### src/sv/ssd_pkg.sv
// shared types and constants for the seven-segment display command formatter
// no dependencies
`default_nettype none

package ssd_pkg;

	localparam logic [2:0] OP_BRIGHT    = 3'd0;
	localparam logic [2:0] OP_DIGIT     = 3'd1;
	localparam logic [2:0] OP_DIGIT_PT  = 3'd2;
	localparam logic [2:0] OP_RAW       = 3'd3;
	localparam logic [2:0] OP_NUMBER    = 3'd4;
	localparam logic [2:0] OP_CLEAR     = 3'd5;

	localparam logic [1:0] KIND_PAIR    = 2'd0;
	localparam logic [1:0] KIND_NUMBER  = 2'd1;
	localparam logic [1:0] KIND_CLEAR   = 2'd2;

	localparam logic [7:0] BRIGHT_CMD   = 8'h48;
	localparam logic [7:0] ADDR_BASE    = 8'h68;
	localparam logic [7:0] POINT_BIT    = 8'h80;
	localparam logic [7:0] CODE_POINT   = 8'd11;
	localparam logic [13:0] NUM_MAX     = 14'd9999;
	localparam logic [12:0] RECIP_TEN   = 13'd6554;
	localparam int          RECIP_SHIFT = 16;

	typedef struct packed {
		logic [1:0]  kind;
		logic [7:0]  first;
		logic [7:0]  second;
		logic [13:0] num;
	} job_t;

	function automatic logic [7:0] seg_pattern(input logic [7:0] code);
		logic [7:0] p;
		case (code)
			8'd0: p = 8'h3f;
			8'd1: p = 8'h06;
			8'd2: p = 8'h5b;
			8'd3: p = 8'h4f;
			8'd4: p = 8'h66;
			8'd5: p = 8'h6d;
			8'd6: p = 8'h7d;
			8'd7: p = 8'h07;
			8'd8: p = 8'h7f;
			8'd9: p = 8'h6f;
			default: p = 8'h00;
		endcase
		return p;
	endfunction

	function automatic logic [7:0] digit_addr(input logic [1:0] pos);
		return ADDR_BASE + {5'd0, pos, 1'b0};
	endfunction

endpackage

`default_nettype wire

### src/sv/ssd_cmd_if.sv
// command channel: valid/ready handshake carrying one display command
// no dependencies
`default_nettype none

interface ssd_cmd_if;
	logic        valid;
	logic        ready;
	logic [2:0]  opcode;
	logic [1:0]  digit_pos;
	logic [7:0]  value;
	logic        point_on;
	logic [13:0] number;

	modport source (output valid, opcode, digit_pos, value, point_on, number, input ready);
	modport sink (input valid, opcode, digit_pos, value, point_on, number, output ready);
endinterface

`default_nettype wire

### src/sv/ssd_byte_if.sv
// bus byte channel: valid/ready handshake carrying one framed bus byte
// no dependencies
`default_nettype none

interface ssd_byte_if;
	logic       valid;
	logic       ready;
	logic [7:0] bus_byte;
	logic       frame_start;
	logic       frame_stop;
	logic       last;

	modport source (output valid, bus_byte, frame_start, frame_stop, last, input ready);
	modport sink (input valid, bus_byte, frame_start, frame_stop, last, output ready);
endinterface

`default_nettype wire

### src/sv/ssd_front.sv
// front end: accepts command words, classifies them into byte jobs
// depends on ssd_pkg and ssd_cmd_if
`default_nettype none

module ssd_front import ssd_pkg::*; (
	input  wire logic clk,
	input  wire logic arst_n,
	ssd_cmd_if.sink   cmd,
	output job_t      job,
	output logic      job_valid,
	input  wire logic job_ready
);

	job_t job_s1;
	logic vld_s1;
	job_t cls;
	logic cls_ok;
	logic take;
	logic [7:0] dig_addr;
	logic [7:0] pt_seg;

	assign cmd.ready = !vld_s1 || job_ready;
	assign take = cmd.valid && cmd.ready;
	assign dig_addr = digit_addr(cmd.digit_pos);

	always_comb begin
		if (cmd.value == CODE_POINT) begin
			pt_seg = POINT_BIT;
		end else if (cmd.value < 8'd10) begin
			pt_seg = seg_pattern(cmd.value) | (cmd.point_on ? POINT_BIT : 8'h00);
		end else begin
			pt_seg = 8'h00;
		end
	end

	always_comb begin
		cls.kind = KIND_PAIR;
		cls.first = dig_addr;
		cls.second = 8'h00;
		cls.num = (cmd.number > NUM_MAX) ? NUM_MAX : cmd.number;
		cls_ok = 1'b1;
		case (cmd.opcode)
			OP_BRIGHT: begin
				cls.first = BRIGHT_CMD;
				cls.second = cmd.value;
			end
			OP_DIGIT: cls.second = seg_pattern(cmd.value);
			OP_DIGIT_PT: cls.second = pt_seg;
			OP_RAW: cls.second = cmd.value;
			OP_NUMBER: cls.kind = KIND_NUMBER;
			OP_CLEAR: cls.kind = KIND_CLEAR;
			default: cls_ok = 1'b0;
		endcase
	end

	always_ff @(posedge clk or negedge arst_n) begin
		if (!arst_n) begin
			vld_s1 <= 1'b0;
		end else if (cmd.ready) begin
			vld_s1 <= take && cls_ok;
		end
	end

	always_ff @(posedge clk) begin
		if (take) begin
			job_s1 <= cls;
		end
	end

	assign job = job_s1;
	assign job_valid = vld_s1;

endmodule

`default_nettype wire

### src/sv/ssd_queue.sv
// short job queue between the front end and the byte sequencer
// depends on ssd_pkg
`default_nettype none

module ssd_queue import ssd_pkg::*; #(
	parameter int DEPTH = 2
) (
	input  wire logic clk,
	input  wire logic arst_n,
	input  job_t      in_job,
	input  wire logic in_valid,
	output logic      in_ready,
	output job_t      out_job,
	output logic      out_valid,
	input  wire logic out_ready
);

	localparam int AW = (DEPTH > 1) ? $clog2(DEPTH) : 1;
	localparam int CW = $clog2(DEPTH + 1);
	localparam logic [AW-1:0] LAST_IDX = AW'(DEPTH - 1);
	localparam logic [CW-1:0] FULL_CNT = CW'(DEPTH);

	job_t mem_q [DEPTH];
	logic [AW-1:0] wr_q;
	logic [AW-1:0] rd_q;
	logic [CW-1:0] cnt_q;
	logic push;
	logic pop;

	assign in_ready = cnt_q != FULL_CNT;
	assign out_valid = cnt_q != '0;
	assign push = in_valid && in_ready;
	assign pop = out_valid && out_ready;
	assign out_job = mem_q[rd_q];

	always_ff @(posedge clk or negedge arst_n) begin
		if (!arst_n) begin
			wr_q <= '0;
			rd_q <= '0;
			cnt_q <= '0;
		end else begin
			if (push) begin
				wr_q <= (wr_q == LAST_IDX) ? '0 : wr_q + 1'b1;
			end
			if (pop) begin
				rd_q <= (rd_q == LAST_IDX) ? '0 : rd_q + 1'b1;
			end
			if (push && !pop) begin
				cnt_q <= cnt_q + 1'b1;
			end else if (pop && !push) begin
				cnt_q <= cnt_q - 1'b1;
			end
		end
	end

	always_ff @(posedge clk) begin
		if (push) begin
			mem_q[wr_q] <= in_job;
		end
	end

endmodule

`default_nettype wire

### src/sv/ssd_back.sv
// back end: walks one job at a time and emits its framed bus bytes
// depends on ssd_pkg and ssd_byte_if
`default_nettype none

module ssd_back import ssd_pkg::*; (
	input  wire logic clk,
	input  wire logic arst_n,
	input  job_t      job,
	input  wire logic job_valid,
	output logic      job_ready,
	ssd_byte_if.source bus
);

	logic [1:0]  kind_q;
	logic [7:0]  first_q;
	logic [7:0]  second_q;
	logic [13:0] num_q;
	logic [1:0]  fi_q;
	logic        half_q;
	logic        busy_q;

	logic        out_vld_q;
	logic [7:0]  out_byte_q;
	logic        out_start_q;
	logic        out_stop_q;
	logic        out_last_q;

	logic        adv;
	logic        emit;
	logic        is_last;
	logic        load;
	logic [7:0]  addr;
	logic [26:0] prod;
	logic [10:0] quo;
	logic [7:0]  quo_ten;
	logic [3:0]  rem;

	assign adv = !out_vld_q || bus.ready;
	assign emit = busy_q && adv;
	assign is_last = half_q && (kind_q == KIND_PAIR || fi_q == 2'd3);
	assign load = (!busy_q || (emit && is_last)) && job_valid;
	assign job_ready = load;

	// divide by ten through a reciprocal, exact below 10000
	assign prod = num_q * RECIP_TEN;
	assign quo = prod[26:RECIP_SHIFT];
	assign quo_ten = quo[3:0] * 4'd10;
	assign rem = num_q[3:0] - quo_ten[3:0];

	always_comb begin
		case (kind_q)
			KIND_NUMBER: addr = digit_addr(~fi_q);
			KIND_CLEAR: addr = digit_addr(fi_q);
			default: addr = first_q;
		endcase
	end

	always_ff @(posedge clk or negedge arst_n) begin
		if (!arst_n) begin
			busy_q <= 1'b0;
			out_vld_q <= 1'b0;
			fi_q <= '0;
			half_q <= 1'b0;
		end else begin
			if (adv) begin
				out_vld_q <= busy_q;
			end
			if (load) begin
				busy_q <= 1'b1;
				fi_q <= '0;
				half_q <= 1'b0;
			end else if (emit) begin
				if (is_last) begin
					busy_q <= 1'b0;
				end
				half_q <= !half_q;
				if (half_q) begin
					fi_q <= fi_q + 1'b1;
				end
			end
		end
	end

	always_ff @(posedge clk) begin
		if (load) begin
			kind_q <= job.kind;
			first_q <= job.first;
			second_q <= job.second;
			num_q <= job.num;
		end else if (emit && !half_q && kind_q == KIND_NUMBER) begin
			second_q <= seg_pattern({4'd0, rem});
			num_q <= {3'd0, quo};
		end
		if (emit) begin
			out_byte_q <= half_q ? second_q : addr;
			out_start_q <= !half_q;
			out_stop_q <= half_q;
			out_last_q <= is_last;
		end
	end

	assign bus.valid = out_vld_q;
	assign bus.bus_byte = out_byte_q;
	assign bus.frame_start = out_start_q;
	assign bus.frame_stop = out_stop_q;
	assign bus.last = out_last_q;

endmodule

`default_nettype wire

### src/sv/seven_segment_display_command_formatter_core.sv
// seven-segment display command formatter: command words in, framed bus bytes out
// depends on ssd_pkg, ssd_cmd_if, ssd_byte_if, ssd_front, ssd_queue, ssd_back
//
// cmd carries one display command per word; bus carries one bus byte per word,
// each tagged with frame_start, frame_stop and last (final byte of a command).
// brightness, digit, point and raw commands give one frame of two bytes;
// show-number and clear give four frames, eight bytes. opcodes 6 and 7 give none.
// a command accepted by the front register passes through the job queue into the
// sequencer and then the output register before its first byte shows. the front
// end takes a command every cycle while the job queue has room; the byte
// sequencer sends one byte per cycle while bus.ready is high, so the sustained
// command rate is set by the bytes each command gives and by the one-byte-per-cycle
// output register. each digit of show-number comes from a divide-by-ten step done
// once per frame in the sequencer. reset empties the front register, queue and
// output register; no clearing pass is needed. when bus.ready is low the output
// word holds, the sequencer waits, and the queue and front end fill before
// cmd.ready drops.
`default_nettype none

module seven_segment_display_command_formatter_core import ssd_pkg::*; #(
	parameter int QUEUE_DEPTH = 2
) (
	input  wire logic  clk,
	input  wire logic  arst_n,
	ssd_cmd_if.sink    cmd,
	ssd_byte_if.source bus
);

	job_t f_job;
	logic f_valid;
	logic f_ready;
	job_t b_job;
	logic b_valid;
	logic b_ready;

	ssd_front u_front (
		.clk       (clk),
		.arst_n    (arst_n),
		.cmd       (cmd),
		.job       (f_job),
		.job_valid (f_valid),
		.job_ready (f_ready)
	);

	ssd_queue #(
		.DEPTH (QUEUE_DEPTH)
	) u_queue (
		.clk       (clk),
		.arst_n    (arst_n),
		.in_job    (f_job),
		.in_valid  (f_valid),
		.in_ready  (f_ready),
		.out_job   (b_job),
		.out_valid (b_valid),
		.out_ready (b_ready)
	);

	ssd_back u_back (
		.clk       (clk),
		.arst_n    (arst_n),
		.job       (b_job),
		.job_valid (b_valid),
		.job_ready (b_ready),
		.bus       (bus)
	);

endmodule

`default_nettype wire
### src/flat_wrapper.sv
// flat-port wrapper written by rule: the top's interface ports become plain ports
module seven_segment_display_command_formatter_core_flat import ssd_pkg::*;
#(
	parameter int QUEUE_DEPTH = 2
)
  (clk, arst_n, cmd_valid, cmd_opcode, cmd_digit_pos, cmd_value, cmd_point_on, cmd_number, cmd_ready, bus_valid, bus_bus_byte, bus_frame_start, bus_frame_stop, bus_last, bus_ready);
  ssd_cmd_if cmd_i ();
  ssd_byte_if bus_i ();
  input  wire logic clk;
  input  wire logic arst_n;
  input wire logic [$bits(cmd_i.valid)-1:0] cmd_valid;
  input wire logic [$bits(cmd_i.opcode)-1:0] cmd_opcode;
  input wire logic [$bits(cmd_i.digit_pos)-1:0] cmd_digit_pos;
  input wire logic [$bits(cmd_i.value)-1:0] cmd_value;
  input wire logic [$bits(cmd_i.point_on)-1:0] cmd_point_on;
  input wire logic [$bits(cmd_i.number)-1:0] cmd_number;
  output wire logic [$bits(cmd_i.ready)-1:0] cmd_ready;
  output wire logic [$bits(bus_i.valid)-1:0] bus_valid;
  output wire logic [$bits(bus_i.bus_byte)-1:0] bus_bus_byte;
  output wire logic [$bits(bus_i.frame_start)-1:0] bus_frame_start;
  output wire logic [$bits(bus_i.frame_stop)-1:0] bus_frame_stop;
  output wire logic [$bits(bus_i.last)-1:0] bus_last;
  input wire logic [$bits(bus_i.ready)-1:0] bus_ready;
  assign cmd_i.valid = cmd_valid;
  assign cmd_i.opcode = cmd_opcode;
  assign cmd_i.digit_pos = cmd_digit_pos;
  assign cmd_i.value = cmd_value;
  assign cmd_i.point_on = cmd_point_on;
  assign cmd_i.number = cmd_number;
  assign cmd_ready = cmd_i.ready;
  assign bus_valid = bus_i.valid;
  assign bus_bus_byte = bus_i.bus_byte;
  assign bus_frame_start = bus_i.frame_start;
  assign bus_frame_stop = bus_i.frame_stop;
  assign bus_last = bus_i.last;
  assign bus_i.ready = bus_ready;
  seven_segment_display_command_formatter_core #(.QUEUE_DEPTH(QUEUE_DEPTH)) u_core (.clk(clk), .arst_n(arst_n), .cmd(cmd_i), .bus(bus_i));
endmodule
### config.mk
export PLATFORM = sky130hd
export DESIGN_NAME = seven_segment_display_command_formatter_core_flat
export DESIGN_NICKNAME = d
export VERILOG_FILES = /design/src/sv/ssd_pkg.sv /design/src/sv/ssd_cmd_if.sv /design/src/sv/ssd_byte_if.sv /design/src/sv/ssd_front.sv /design/src/sv/ssd_queue.sv /design/src/sv/ssd_back.sv /design/src/sv/seven_segment_display_command_formatter_core.sv /design/src/flat_wrapper.sv
export SDC_FILE = /design/constraint.sdc
export NUM_CORES = 1
export LEC_CHECK = 0
export BUFFER_PORTS_ARGS = -buffer_cell sky130_fd_sc_hd__buf_2
export CORE_MARGIN = 10
export CORE_UTILIZATION = 55
export DETAILED_ROUTE_END_ITERATION = 8
export GPL_ROUTABILITY_DRIVEN = 0
export PLACE_DENSITY = 0.83
export SLEW_MARGIN = 20
export SYNTH_ARGS = -nofsm -noshare
export SYNTH_HDL_FRONTEND = slang
export SYNTH_SLANG_ARGS = --single-unit
### constraint.sdc
create_clock -name clk -period 10.2 [get_ports clk]
set_input_delay 2.55 -clock clk [delete_from_list [all_inputs] [get_ports clk]]
set_output_delay 2.55 -clock clk [all_outputs]
set_load 0.03 [all_outputs]
==> load_flow_metrics.sql <==
INSERT INTO impl_metrics (metric_group, metric, value, unit) VALUES
('worst_setup_path', 'timing.critical_path.slowest_stage_cell', 'fa_1', ''),
('worst_hold_path', 'worst_hold_path.num_cells', '0', ''),
('clock_tree', 'post_cts_buffers', '0', ''),
('global_routing', 'grt_start_max_net_pins', '33', ''),
('floorplanning', 'die_w', '144', 'µm'),
('worst_setup_path', 'cp_data_arrival_time', '7850', 'ps'),
('worst_setup_path', 'worst_ep_required_time', '10360', 'ps'),
('worst_hold_path', 'min-delay-start', 'u_core.u_front.job[1]$_SDFFCE_PN1P_', ''),
('floorplanning', 'floorplan.initialDensity', '56.1', '%'),
('logic_synthesis', 'synthesis.instances', '708', ''),
('place', 'numPortBuffers', '44', ''),
('worst_setup_path', 'worstPathMaxFanout', '11', ''),
('place', 'dp_hpwl', '11500', 'µm'),
('finish', 'final_cell_area', '0.00958', 'mm²'),
('floorplanning', 'fp.dieH', '144', 'µm'),
('timing', 'setup_tns', '0', 'ps'),
('clock_tree', 'clockBufferDepth', '2', ''),
('detailed_routing', 'routed-via-count', '5178', ''),
('finish', 'syn2layout_area_growth', '12.7', '%'),
('worst_setup_path', 'most_prevalent_standard_cell_on_the_critical_path', 'fa_1', ''),
('timing', 'timing.clock.skew', '7.88', 'ps'),
('outcome', 'status', 'finished clean', ''),
('global_routing', 'number_of_global_route_vias_before_repair', '5578', ''),
('clock_tree', 'cts-htree-levels', '4', ''),
('finish', 'antenna_cells', '0', ''),
('logic_synthesis', 'netlist_area', '0.00850', 'mm²'),
('detailed_routing', 'drt-initial-drc-count', '281', ''),
('place', 'post_dp_area', '0.00891', 'mm²'),
('finish', 'layout_commonest_cell', 'edfxtp_1', ''),
('detailed_routing', 'wirelength', '15600', 'µm'),
('worst_setup_path', 'reg_to_reg_slack_setup', '2510', 'ps'),
('worst_setup_path', 'critical_path_class', 'reg2reg', ''),
('timing', 'setup_violation_total_in_the_final_timing_report', '0', ''),
('timing', 'slew_headroom', '38.3', '%'),
('timing', 'fin_worst_hold_slack', '446', 'ps'),
('finish', 'nNetsFinal', '947', ''),
('logic_synthesis', 'yosys_most_used_dff', 'edfxtp_1', ''),
('floorplanning', 'core', '0.0151', 'mm²'),
('worst_setup_path', 'reg2reg_to', 'u_core.u_back.second_q[3]$_DFFE_PP_', ''),
('logic_synthesis', 'synthArstFlopShare', '7.75', '%'),
('finish', 'post-route-util', '63.3', '%'),
('clock_tree', 'clkTransAtPathRegs', '60', 'ps'),
('detailed_routing', 'detail_route.wl_per_cell', '16.3', 'µm'),
('detailed_routing', 'vias_per_cell', '5.41', ''),
('logic_synthesis', 'synth.yosys.seq_area_share', '45.0', '%'),
('logic_synthesis', 'synth.avg_cell_area', '12.0', 'µm²'),
('global_routing', 'grt_pass1_wl', '26600', 'µm'),
('timing', 'final_max_slew_viol_count', '0', ''),
('flow_run', 'cap_violations', '0', ''),
('finish', 'drive_gt1_share', '12.9', '%'),
('floorplanning', 'io_pins', '45', ''),
('worst_setup_path', 'setup.worst_path.end_class', 'flip-flop', ''),
('clock_tree', 'clock_tree.root_cell', 'clkbuf_16', ''),
('finish', 'mostFrequentLayoutCells', 'edfxtp_1 (119), inv_1 (118), ha_1 (111), fa_1 (48), buf_2 (44)', ''),
('detailed_routing', 'drtAntennaViolNets', '0', ''),
('clock_tree', 'cts_made_buffers', '17', ''),
('global_routing', 'antenna_found_initial', '0', ''),
('logic_synthesis', 'yosys_register_bits', '129', ''),
('worst_hold_path', 'min-delay-path-class', 'reg2reg', ''),
('detailed_routing', 'firstDrtPassIters', '4', ''),
('timing', 'period_share', '75.4', '%'),
('worst_setup_path', 'worstSetupStartpointType', 'flip-flop', ''),
('worst_setup_path', 'timing.rr.start', 'u_core.u_back.num_q[3]$_DFFE_PP_', ''),
('floorplanning', 'placement_rows', '45', ''),
('worst_setup_path', 'worst_r2r_path_depth', '25', ''),
('worst_hold_path', 'min_delay_worst_endpoint', 'u_core.u_queue.mem_q[1][1]$_DFFE_PP_', ''),
('clock_tree', 'tritoncts_num_sinks', '129', ''),
('global_routing', 'gr-total-overflow', '0', ''),
('logic_synthesis', 'syn_nets', '899', ''),
('global_routing', 'globalRouteTotalUtil', '16.1', '%'),
('detailed_routing', 'drcViolationCount', '0', '');
[worst max path at each step]
stage / start / endpoint / cells after the start
after floorplan: u_core.u_back.num_q[3]$_DFFE_PP_ / u_core.u_back.second_q[3]$_DFFE_PP_ / 25
after global placement: u_core.u_back.num_q[3]$_DFFE_PP_ / u_core.u_back.second_q[0]$_DFFE_PP_ / 24
final: u_core.u_back.num_q[3]$_DFFE_PP_ / u_core.u_back.second_q[3]$_DFFE_PP_ / 25
after global routing: u_core.u_back.num_q[3]$_DFFE_PP_ / u_core.u_back.second_q[3]$_DFFE_PP_ / 23
after CTS: u_core.u_back.num_q[3]$_DFFE_PP_ / u_core.u_back.second_q[3]$_DFFE_PP_ / 24
after detailed placement: u_core.u_back.num_q[3]$_DFFE_PP_ / u_core.u_back.second_q[3]$_DFFE_PP_ / 25
[worst max-delay path: cells and delay by family (launching register included)]
| family | cells | cell delay, ps |
|---|---|---|
| muxes | 2 | 620 |
| xor gates and xnor gates | 3 | 710 |
| adders and majority gates | 7 | 3130 |
| DFF | 1 | 540 |
| AOI/OAI and AO/OA | 4 | 1250 |
| and+or+nand+nor | 5 | 970 |
| buffers and inverters | 4 | 210 |
[cells in the mapped netlist, types with 4 or more instances]
master      n  area (µm²)
a211oi_1    5        37.5
a21oi_1    27         135
and2_1     14        87.6
clkbuf_1   16        60.1
dfrtp_1    10         250
edfxtp_1  119        3570
fa_1       48         961
ha_1      111        1390
inv_1     118         443
mux2_2      6        67.6
mux2i_1    25         250
nand2_1    34         128
nand2b_1   14        87.6
nand3_1     6        30.0
nor2_1     37         139
nor2b_1    11        68.8
nor3_1      8        40.0
nor4_1      4        25.0
o21ai_0    15        75.1
o21ai_1     8        40.0
o31ai_1     4        30.0
xnor2_1    15         131
xor2_1      7        61.3
[through the flow]
step                worst slack (ps)  instances
floorplan                       3190        708
global placement                2820        925
detailed placement              2610        925
CTS                             2570        957
global route                    2140        957
finish                          2510        957
[flip-flops by register name (all words and copies together) (netlist names), 2 cells and up]
signal                      cells
u_core.u_back.second_q          8
u_core.u_front.job             27
u_core.u_queue.cnt_q            2
u_core.u_back.fi_q              2
u_core.u_back.num_q            14
u_core.u_back.bus.bus_byte      8
u_core.u_queue.mem_q           54
u_core.u_back.first_q           3
u_core.u_back.kind_q            2
[layer usage]
| layer | global-route usage [%] | vias to the layer above | wire, µm |
|---|---|---|---|
| met5 | 0 | - | 0 |
| li1 | - | 2518 | - |
| met2 | 27.3 | 124 | 7810 |
| met3 | 3.15 | 22 | 604 |
| met1 | 20.1 | 2514 | 6950 |
| met4 | 5.85 | 0 | 268 |
[logic make-up after synthesis]
group	Yosys count	synth area share, %
adders and majority gates	159	27.6
muxes	32	3.92
xor gates and xnor gates	24	2.65
buffers and inverters	140	6.24
AOI/OAI and AO/OA	84	6.26
DFF	129	45.0
and+or+nand+nor	140	8.30
[layout make-up]
type | instances | area, µm²
clock buffers | 18 | 429
clock inverters | 14 | 236
fillers | 1093 | 5560
inverters | 121 | 454
multi-input cells | 439 | 4150
flip-flops and latches | 129 | 3820
well taps | 188 | 235
repair buffers | 48 | 250
Power is not shown: default switching activity piles up to over one toggle a cycle in this logic, so the estimate is an artifact.
